<file path="src/rtl/core/fgd_pkg.sv">
`default_nettype none
// ----------------------------------------------------------------------------
// fgd_pkg: shared types for the four group dimmer level update block
// Request and result payloads, command modes and per-group update control.
// ----------------------------------------------------------------------------
package fgd_pkg;

  localparam int unsigned NumGroups = 4;
  localparam int unsigned LevelW    = 7;
  localparam int unsigned StepW     = 8;

  localparam logic [LevelW-1:0] LevelMax = 7'h7f;
  localparam logic [LevelW-1:0] LevelMin = 7'h00;

  typedef enum logic [1:0] {
    MODE_SET_MASK = 2'd0,
    MODE_ADD_MASK = 2'd1,
    MODE_ADD_ONE  = 2'd2,
    MODE_NOP      = 2'd3
  } fgd_mode_e;

  typedef struct packed {
    logic [1:0]              mode;
    logic [1:0]              group;
    logic signed [StepW-1:0] value;
  } fgd_req_t;

  typedef struct packed {
    logic [LevelW-1:0] level_g3;
    logic [LevelW-1:0] level_g2;
    logic [LevelW-1:0] level_g1;
    logic [LevelW-1:0] level_g0;
  } fgd_result_t;

  typedef struct packed {
    logic             wr_set;
    logic             wr_add;
    logic [StepW-1:0] value;
  } fgd_lane_ctrl_t;

endpackage
`default_nettype wire

</file>
<file path="src/rtl/core/fgd_lane.sv">
`default_nettype none
// ----------------------------------------------------------------------------
// fgd_lane: next level of one light group
// Loads the low seven bits of the value, or adds the signed step with
// clamping to the level range, or keeps the level.
// ----------------------------------------------------------------------------
module fgd_lane (
  input  logic [fgd_pkg::LevelW-1:0] level_i,
  input  fgd_pkg::fgd_lane_ctrl_t    ctrl_i,
  output logic [fgd_pkg::LevelW-1:0] level_o
);
  import fgd_pkg::*;

  logic [StepW:0] sum;

  assign sum = {2'b00, level_i} + {ctrl_i.value[StepW-1], ctrl_i.value};

  always_comb begin
    priority if (ctrl_i.wr_set) begin
      level_o = ctrl_i.value[LevelW-1:0];
    end else if (ctrl_i.wr_add) begin
      priority if (sum[StepW]) begin
        level_o = LevelMin;
      end else if (sum[StepW-1]) begin
        level_o = LevelMax;
      end else begin
        level_o = sum[LevelW-1:0];
      end
    end else begin
      level_o = level_i;
    end
  end

endmodule
`default_nettype wire

</file>
<file path="src/rtl/core/four_group_dimmer_level_update.sv">
`default_nettype none
// ----------------------------------------------------------------------------
// four_group_dimmer_level_update: brightness levels of four light groups
// A request is taken whenever start is high; busy never rises, so one request
// per cycle is sustained. The request is registered and applied to the four
// levels in the next cycle. The four new levels are then on result_o with
// strobe high for one cycle. The receiver cannot stall results. The group
// mask is written through the cfg channel, which is always ready, and must
// only be changed while no request is in flight.
// ----------------------------------------------------------------------------
module four_group_dimmer_level_update (
  input  logic                clk_i,
  input  logic                rst_ni,
  input  logic                start,
  output logic                busy,
  input  fgd_pkg::fgd_req_t   cmd_i,
  output logic                strobe,
  output fgd_pkg::fgd_result_t result_o,
  input  logic                cfg_valid_i,
  output logic                cfg_ready_o,
  input  logic [3:0]          cfg_data_i
);
  import fgd_pkg::*;

  logic                 cmd_valid_q;
  fgd_req_t             cmd_q;
  logic [NumGroups-1:0] group_select_q;
  logic [LevelW-1:0]    levels_q [NumGroups];
  logic [LevelW-1:0]    levels_d [NumGroups];
  fgd_lane_ctrl_t       lane_ctrl [NumGroups];
  logic                 strobe_q;
  fgd_result_t          result_q;

  assign busy        = 1'b0;
  assign cfg_ready_o = 1'b1;

  always_comb begin
    for (int i = 0; i < NumGroups; i++) begin
      lane_ctrl[i].value  = cmd_q.value;
      lane_ctrl[i].wr_set = 1'b0;
      lane_ctrl[i].wr_add = 1'b0;
      if (cmd_valid_q) begin
        unique case (fgd_mode_e'(cmd_q.mode))
          MODE_SET_MASK: lane_ctrl[i].wr_set = group_select_q[i];
          MODE_ADD_MASK: lane_ctrl[i].wr_add = group_select_q[i];
          MODE_ADD_ONE:  lane_ctrl[i].wr_add = (cmd_q.group == i[1:0]);
          MODE_NOP:      lane_ctrl[i].wr_add = 1'b0;
        endcase
      end
    end
  end

  for (genvar g = 0; g < NumGroups; g++) begin : g_lane
    fgd_lane u_lane (
      .level_i (levels_q[g]),
      .ctrl_i  (lane_ctrl[g]),
      .level_o (levels_d[g])
    );
  end

  always_ff @(posedge clk_i or negedge rst_ni) begin
    if (!rst_ni) begin
      cmd_valid_q    <= 1'b0;
      group_select_q <= '0;
      strobe_q       <= 1'b0;
      for (int i = 0; i < NumGroups; i++) begin
        levels_q[i] <= '0;
      end
    end else begin
      cmd_valid_q <= start && !busy;
      strobe_q    <= cmd_valid_q;
      if (cfg_valid_i && cfg_ready_o) begin
        group_select_q <= cfg_data_i;
      end
      for (int i = 0; i < NumGroups; i++) begin
        levels_q[i] <= levels_d[i];
      end
    end
  end

  always_ff @(posedge clk_i) begin
    if (start && !busy) begin
      cmd_q <= cmd_i;
    end
    if (cmd_valid_q) begin
      result_q.level_g0 <= levels_d[0];
      result_q.level_g1 <= levels_d[1];
      result_q.level_g2 <= levels_d[2];
      result_q.level_g3 <= levels_d[3];
    end
  end

  assign strobe   = strobe_q;
  assign result_o = result_q;

  // Every result strobe is preceded by an applied request.
  a_strobe_follows_req : assert property (@(posedge clk_i) disable iff (!rst_ni)
    strobe |-> $past(cmd_valid_q))
    else $error("result strobe without a request in flight");

  // Levels only move when a request is applied.
  a_levels_hold_idle : assert property (@(posedge clk_i) disable iff (!rst_ni)
    !cmd_valid_q |=> ($stable(levels_q[0]) && $stable(levels_q[1]) &&
                      $stable(levels_q[2]) && $stable(levels_q[3])))
    else $error("levels changed without a request");

  // The unused mode leaves every level untouched.
  a_unused_mode_hold : assert property (@(posedge clk_i) disable iff (!rst_ni)
    (cmd_valid_q && cmd_q.mode == MODE_NOP) |=>
      ($stable(levels_q[0]) && $stable(levels_q[1]) &&
       $stable(levels_q[2]) && $stable(levels_q[3])))
    else $error("unused mode changed a level");

  // The reported levels are the stored levels.
  a_result_matches_state : assert property (@(posedge clk_i) disable iff (!rst_ni)
    strobe |-> (result_o.level_g0 == levels_q[0] && result_o.level_g1 == levels_q[1] &&
                result_o.level_g2 == levels_q[2] && result_o.level_g3 == levels_q[3]))
    else $error("result differs from stored levels");

endmodule
`default_nettype wire
</file>
<file path="config.mk">
export PLATFORM = sky130hd
export DESIGN_NAME = four_group_dimmer_level_update
export DESIGN_NICKNAME = d
export VERILOG_FILES = /design/src/rtl/core/fgd_pkg.sv /design/src/rtl/core/fgd_lane.sv /design/src/rtl/core/four_group_dimmer_level_update.sv
export SDC_FILE = /design/constraint.sdc
export NUM_CORES = 1
export LEC_CHECK = 0
export BUFFER_PORTS_ARGS = -buffer_cell sky130_fd_sc_hd__buf_2
export CORE_MARGIN = 5
export CORE_UTILIZATION = 41
export CTS_CLUSTER_SIZE = 30
export DETAILED_ROUTE_END_ITERATION = 8
export GPL_TIMING_DRIVEN = 0
export HOLD_SLACK_MARGIN = 0.06
export PLACE_DENSITY = 0.67
export SETUP_SLACK_MARGIN = 0.02
export SLEW_MARGIN = 15
export SYNTH_ARGS = -nofsm -noshare
export SYNTH_HDL_FRONTEND = slang
export SYNTH_SLANG_ARGS = --single-unit
</file>
<file path="constraint.sdc">
create_clock -name clk_i -period 3.4 [get_ports clk_i]
set_input_delay 0.17 -clock clk_i [delete_from_list [all_inputs] [get_ports clk_i]]
set_output_delay 0.17 -clock clk_i [all_outputs]
set_load 0.005 [all_outputs]
</file>
## Word level (Yosys, flattened, before mapping)

Cells that the tools add are included.

| storage, ports and cells | value |
|---|---|
| register bits after elaboration | 74 |
| bits in latches | 0 |
| memory bits (writable) | 0 |
| bits in read-only memories | 0 |
| output and inout port bits | 31 |
| logic and storage cells | 53 |
| memories kept | 0 |

| cells by class | value |
|---|---|
| add/sub/neg operators | 4 |
| multipliers | 0 |
| div/mod/pow operators | 0 |
| $lt $le $gt $ge | 0 |
| equality and inequality tests | 5 |
| shifts and indexed selects | 0 |
| muxes and demuxes | 28 |
| bitwise operators | 0 |
| reduce and logical (&&, ||, !) cells | 2 |

Operator list:

| cell | count |
|---|---|
| $mux 7 | 16 |
| $add 8x8->9 | 4 |
| $mux 2 | 4 |
| $pmux 1 s2 | 4 |
| $eq 2x2->1 const B | 3 |
| $eq 2x1->1 const B | 2 |
| $logic_not 2->1 | 2 |
| $mux 1 | 4 |

## Logic depth before layout (Yosys ltp)

| depth | value |
|---|---|
| word-level depth | 5 |
| depth in mapped cells | 8 |

## Modules after synthesis

Synthesis repeated with hierarchy kept, for this count alone.

| unflattened totals | value |
|---|---|
| cells, all modules | 339 |
| area total of the unflattened synthesis | 4192.8 µm² |

By module, submodules not included:

| module | times used | cells each | area each (µm²) |
|---|---|---|---|
| four_group_dimmer_level_update | 1 | 103 | 2259.7 |
| fgd_lane at g_lane[1].u_lane ... | 3 | 59 | 494.2 |
| fgd_lane at g_lane[0].u_lane | 1 | 59 | 450.4 |

## Worst setup path before layout

No wires, ideal clock.

| timing | value |
|---|---|
| path type | reg-to-reg |
| from | register cmd_q[0] in the netlist's numbering |
| to | register result_q, in the netlist result_o[27], data pin |
| arrival | 2.208 ns |
| setup slack | 0.906 ns |
| cell stages (with the launch flop) | 8 |
| buffers on the path | 0 |
| cell sequence | edfxtp_1 -> ha_1 -> fa_1 -> a211oi_1 -> o21bai_1 -> a211o_1 -> a211oi_1 -> o221ai_1 |

| on the way | value |
|---|---|
| cells in the longest elaborated chain, start to end | 5 |

Ends and longest elaborated chain:

| item | RTL line | text |
|---|---|---|
| start, declared | four_group_dimmer_level_update.sv:26 | `fgd_req_t cmd_q;` |
| start signal, assigned | four_group_dimmer_level_update.sv:83 | `cmd_q <= cmd_i;` |
| $add 8x8->9 * | fgd_lane.sv:16 | `assign sum = {2'b00, level_i} + {ctrl_i.value[StepW-1], ctrl_i.value};` |
| $mux 7 | fgd_lane.sv:24 | `end else if (sum[StepW-1]) begin` |
| $mux 7 * | fgd_lane.sv:22 | `priority if (sum[StepW]) begin` |
| $mux 7 * | fgd_lane.sv:21 | `end else if (ctrl_i.wr_add) begin` |
| $mux 7 * | fgd_lane.sv:19 | `priority if (ctrl_i.wr_set) begin` |
| net g_lane[3].u_lane.level_o, one bit | fgd_lane.sv:10 | `output logic [fgd_pkg::LevelW-1:0] level_o` |
| end, declared | four_group_dimmer_level_update.sv:32 | `fgd_result_t result_q;` |

Mark *: on every way through the listed nets, which the timed path passes. The rest lies on a longest branch.
A chain may end at the register's enable or synchronous reset.

## Worst setup path in the final report

| timing | value |
|---|---|
| from | register cmd_q[1] in the netlist's numbering |
| to | register result_q, in the netlist result_o[13], data pin |

| on the way | value |
|---|---|
| cells in the longest elaborated chain, start to end | 5 |

Ends and longest elaborated chain:

| item | RTL line |
|---|---|
| $add 8x8->9 * | fgd_lane.sv:16 |
| $mux 7 | fgd_lane.sv:24 |
| $mux 7 * | fgd_lane.sv:22 |
| $mux 7 * | fgd_lane.sv:21 |
| $mux 7 * | fgd_lane.sv:19 |
| net g_lane[1].u_lane.level_o, one bit | fgd_lane.sv:10 |

Marked as above.

==> qor.txt <==
ROUTING
-------------------------------------------------------------------------------------------------
DRC violations left ................................................................            0
Overall routed net length ..........................................................      10.1 mm
Wirelength per Cell ................................................................      17.0 um
Router iterations before antenna repair ............................................            4
Antenna viol nets, final ...........................................................            0
Per-cell via count in the routed design ............................................         5.56
Number of DRC violations after detailed-routing iteration 0 ........................          188
Routed vias ........................................................................         3300

LOGIC SYNTHESIS
-------------------------------------------------------------------------------------------------
Mapped Avg Cell Area ...............................................................    10.9 um^2
Portion of the post-synthesis area used by sequential elements .....................        49.6%
Post-synth top flop ................................................................     edfxtp_1
Post-synthesis async set-or-reset flop share .......................................        45.9%
Netlist area before placement ......................................................    4140 um^2
Number of enable flip-flop cells after synthesis ...................................           40
Flip-flop and latch count after synthesis ..........................................           74
Syn Inst Count .....................................................................          378
Post-synth net total ...............................................................          433
Number of warning messages in the yosys log ........................................            0
Number of distinct library cell variants in the gate-level netlist after synthesis .           48

SETUP PATH
-------------------------------------------------------------------------------------------------
Setup CP Type ......................................................................      reg2reg
Worst endpoint data arrival time ...................................................      3120 ps
Critical Path Slowest Stage Cell ...................................................     edfxtp_1
Sequence of cells on the critical path ............................................. ha_1 -> a21o_1 -> a221oi_2 -> mux2i_1 -> a211oi_1 -> o21ai_0
Register-to-Register Path Depth ....................................................            6
Worst setup endpoint ............................................................... result_o[13]
Internal reg-to-reg setup slack ....................................................       430 ps
Worst setup path start .............................................................     cmd_q[1]
Peak fanout along the critical path ................................................           12
Worst r2r src ......................................................................     cmd_q[1]
CP peak stage delay ................................................................       850 ps
Required time reported for the critical path endpoint ..............................      3550 ps
Crit path capture type .............................................................         flop
End of the worst register-to-register path ......................................... result_o[13]
Worst setup SP type ................................................................         flop

POWER AND IR DROP
-------------------------------------------------------------------------------------------------
P per Cell Area ....................................................................  797 nW/um^2
Net switching share of the total power .............................................        35.1%
Post-route total power .............................................................      3990 uW
Part of the power in the clock network .............................................        22.5%
Int Power ..........................................................................      2590 uW
P_leak .............................................................................   0.00214 uW
Switching power of the nets ........................................................      1400 uW
Part of the total power dissipated in combinational logic ..........................        41.9%
Worst IR drop on VDD ...............................................................       455 uV
Part of the total power dissipated in sequential elements ..........................        35.6%

STA
-------------------------------------------------------------------------------------------------
Maximum clock skew at final layout .................................................      14.2 ps
Hold violation count in the final report ...........................................            0
Relative max-transition margin .....................................................        43.6%
Unrepaired setup endpoints after global routing ....................................           no
Final worst path period share ......................................................        87.2%
Final count of negative-setup-slack endpoints ......................................            0
Highest clock rate .................................................................    0.337 GHz
Period minus WS final ..............................................................      2970 ps
Transition time at the pin with the least slew margin ..............................       846 ps
Number of max-slew violations in the final report ..................................            0
Final-layout setup total negative slack ............................................         0 ps
Hold Worst Slack ...................................................................       108 ps

PLACE
-------------------------------------------------------------------------------------------------
HPWL Detailed ......................................................................      6.87 mm
Port buffer count ..................................................................           48
Number of placed instances, taps included ..........................................          560
Gpl congestion .....................................................................        0.907

FLOORPLAN
-------------------------------------------------------------------------------------------------
Total core area ....................................................................    9820 um^2
Num rows ...........................................................................           36
Effective utilization at floorplan .................................................        42.1%
Area enclosed by the die boundary ..................................................   12200 um^2
Num ports ..........................................................................           51
Die outline width ..................................................................       110 um
Chip height ........................................................................       110 um

CLOCKING
-------------------------------------------------------------------------------------------------
Clock root buffer ..................................................................     clkbuf_8
Post-CTS Hold Buffers ..............................................................           16
Clock buffer depth .................................................................            2
Number of buffers inserted by post-CTS setup repair ................................            0
Number of clock buffers inserted by TritonCTS ......................................            9
Sinks on Clock Net .................................................................           74
Clock-pin slew on the worst setup and hold paths ...................................        80 ps
Number of gates resized after CTS ..................................................            0
Clock tree from TritonCTS ..........................................................         done
Number of levels in the clock H-tree ...............................................            3
Clock latency at the later pin of the worst-skew pair ..............................       360 ps

GLOBAL ROUTING
-------------------------------------------------------------------------------------------------
Overall track demand over capacity in global routing ...............................        17.0%
Pin count of the biggest net entering global routing ...............................           35
First-pass GRT wire length .........................................................      16.7 mm
Number of antenna violations at the first check in global routing ..................            0
Number of global-route vias before repair ..........................................         3391
Grt total ovfl .....................................................................            0

FINAL LAYOUT
-------------------------------------------------------------------------------------------------
Layout overhead on the synthesized area ............................................        21.1%
Final net count ....................................................................          510
Final cell utilization of the core .................................................        51.0%
Share of final-layout standard cells stronger than drive strength 1 ................        17.2%
Non-filler instance count after layout .............................................          593
Antenna Diode Count ................................................................            0

STATUS
-------------------------------------------------------------------------------------------------
Result of the run ..................................................................    completed

FLOW RUN
-------------------------------------------------------------------------------------------------
Maximum capacitance violations .....................................................            0

MIN PATH
-------------------------------------------------------------------------------------------------
Class of the tightest hold or removal check ........................................       in2reg

-- final cells by class --
cell class | count | area (um^2)
inverters | 9 | 33.8
flip-flops and latches | 74 | 2050
fillers | 923 | 4810
well taps | 133 | 166
plain buffers | 9 | 48.8
clock buffers | 10 | 138
multi-input cells | 286 | 2000
clock inverters | 6 | 128
repair buffers | 66 | 438
-- per-stage QoR --
| stage | setup slack [ps] | area [um^2] |
|---|---|---|
| 2_1_floorplan | 906 | 4140 |
| 3_3_place_gp | 444 | 4540 |
| 3_5_place_dp | 438 | 4570 |
| 4_1_cts | 423 | 5000 |
| 5_1_grt | 219 | 5010 |
| 6_report | 435 | 5010 |
-- logic make-up after synthesis --
kind of cell    synth area share, %
compound gates                 20.3
simple gates                   12.1
flops                          49.6
mux                            1.60
xor+xnor                       2.96
other cells                   0.182
buf+inv                        2.00
fa+ha+maj                      11.3
-- power by group through the flow --
| stage | logic (uW) | registers (uW) | clock network [uW] |
|---|---|---|---|
| after floorplan | 1250 | 1410 | 0 |
| after global placement | 1570 | 1430 | 0 |
| after detailed placement | 1640 | 1430 | 0 |
| after CTS | 1660 | 1420 | 916 |
| after global routing | 1890 | 1460 | 958 |
| final | 1670 | 1420 | 900 |
-- registers in the layout (all words and copies together), names as in the netlist --
name and count:
group_select_q 4, levels_q 28, cmd_valid_q 1, cmd_q 12, result_o 28, strobe 1
-- metal layers --
| metal | vias to the layer above | wire length (um) | global-route usage, % |
|---|---|---|---|
| met5 | - | 0 | 0 |
| met4 | 0 | 189 | 5.75 |
| met3 | 21 | 574 | 4.92 |
| met2 | 97 | 4900 | 28.1 |
| met1 | 1596 | 4400 | 21.3 |
| li1 | 1586 | - | - |
-- Yosys cell counts (2+ instances only) --
| master | number | area (um^2) |
|---|---|---|
| nand3_1 | 7 | 35.0 |
| edfxtp_1 | 40 | 1200 |
| and3_1 | 8 | 50.1 |
| dfrtp_1 | 34 | 851 |
| clkbuf_1 | 4 | 15.0 |
| nor2_1 | 25 | 93.8 |
| nand2_1 | 44 | 165 |
| o21ai_0 | 14 | 70.1 |
| o211ai_1 | 4 | 30.0 |
| ha_1 | 31 | 388 |
| a21o_1 | 9 | 67.6 |
| and2_1 | 3 | 18.8 |
| a31oi_1 | 3 | 18.8 |
| conb_1 | 2 | 7.51 |
| fa_1 | 4 | 80.1 |
| a211oi_1 | 11 | 82.6 |
| a211o_1 | 4 | 35.0 |
| o22ai_1 | 4 | 25.0 |
| inv_1 | 9 | 33.8 |
| buf_4 | 2 | 15.0 |
| a21oi_1 | 29 | 145 |
| o221ai_1 | 19 | 166 |
| a2bb2oi_1 | 2 | 17.5 |
| xnor2_1 | 7 | 61.3 |
| mux2_2 | 5 | 56.3 |
| o21bai_1 | 4 | 30.0 |
| o21a_1 | 6 | 45.0 |
| buf_1 | 2 | 7.51 |
| nand3b_1 | 3 | 22.5 |
| nor3_1 | 12 | 60.1 |
| nand2b_1 | 3 | 18.8 |
| xor2_1 | 7 | 61.3 |
| o31ai_1 | 2 | 15.0 |
-- worst min path at each step --
stage / slack [ps] / to / startpoint / depth (start not counted)
2_1_floorplan: -130 / cmd_valid_q / rst_ni / 0
3_3_place_gp: 320 / levels_q[25] / rst_ni / 1
3_5_place_dp: 330 / levels_q[25] / rst_ni / 1
4_1_cts: 70 / group_select_q[3] / cfg_data_i[3] / 2
5_1_grt: 100 / cmd_valid_q / start / 1
6_report: 110 / cmd_valid_q / start / 1
-- cell usage in the layout (no fill, tap or decap), types with 4 or more instances in the layout --
cell type,n
a211o_1,4
o221ai_1,19
dfrtp_1,33
inv_1,9
nand2_1,44
a21o_1,9
a21oi_1,29
nor3_1,12
buf_2,48
ha_1,31
edfxtp_1,40
o22ai_1,4
bufinv_16,4
clkbuf_8,10
clkbuf_1,4
o21a_1,6
o21ai_0,14
o21bai_1,4
fa_1,4
xnor2_1,7
xor2_1,7
and3_1,8
mux2_2,5
o211ai_1,4
dlygate4sd3_1,17
nor2_1,25
a211oi_1,11
nand3_1,7
-- critical path: cells and delay by family, from the launching register on --
family / cells / cell delay (ps)
compound gates: 4 / 990
flops: 1 / 850
mux: 1 / 580
fa+ha+maj: 1 / 360
Note: power is estimated with default switching activity, not from simulation.
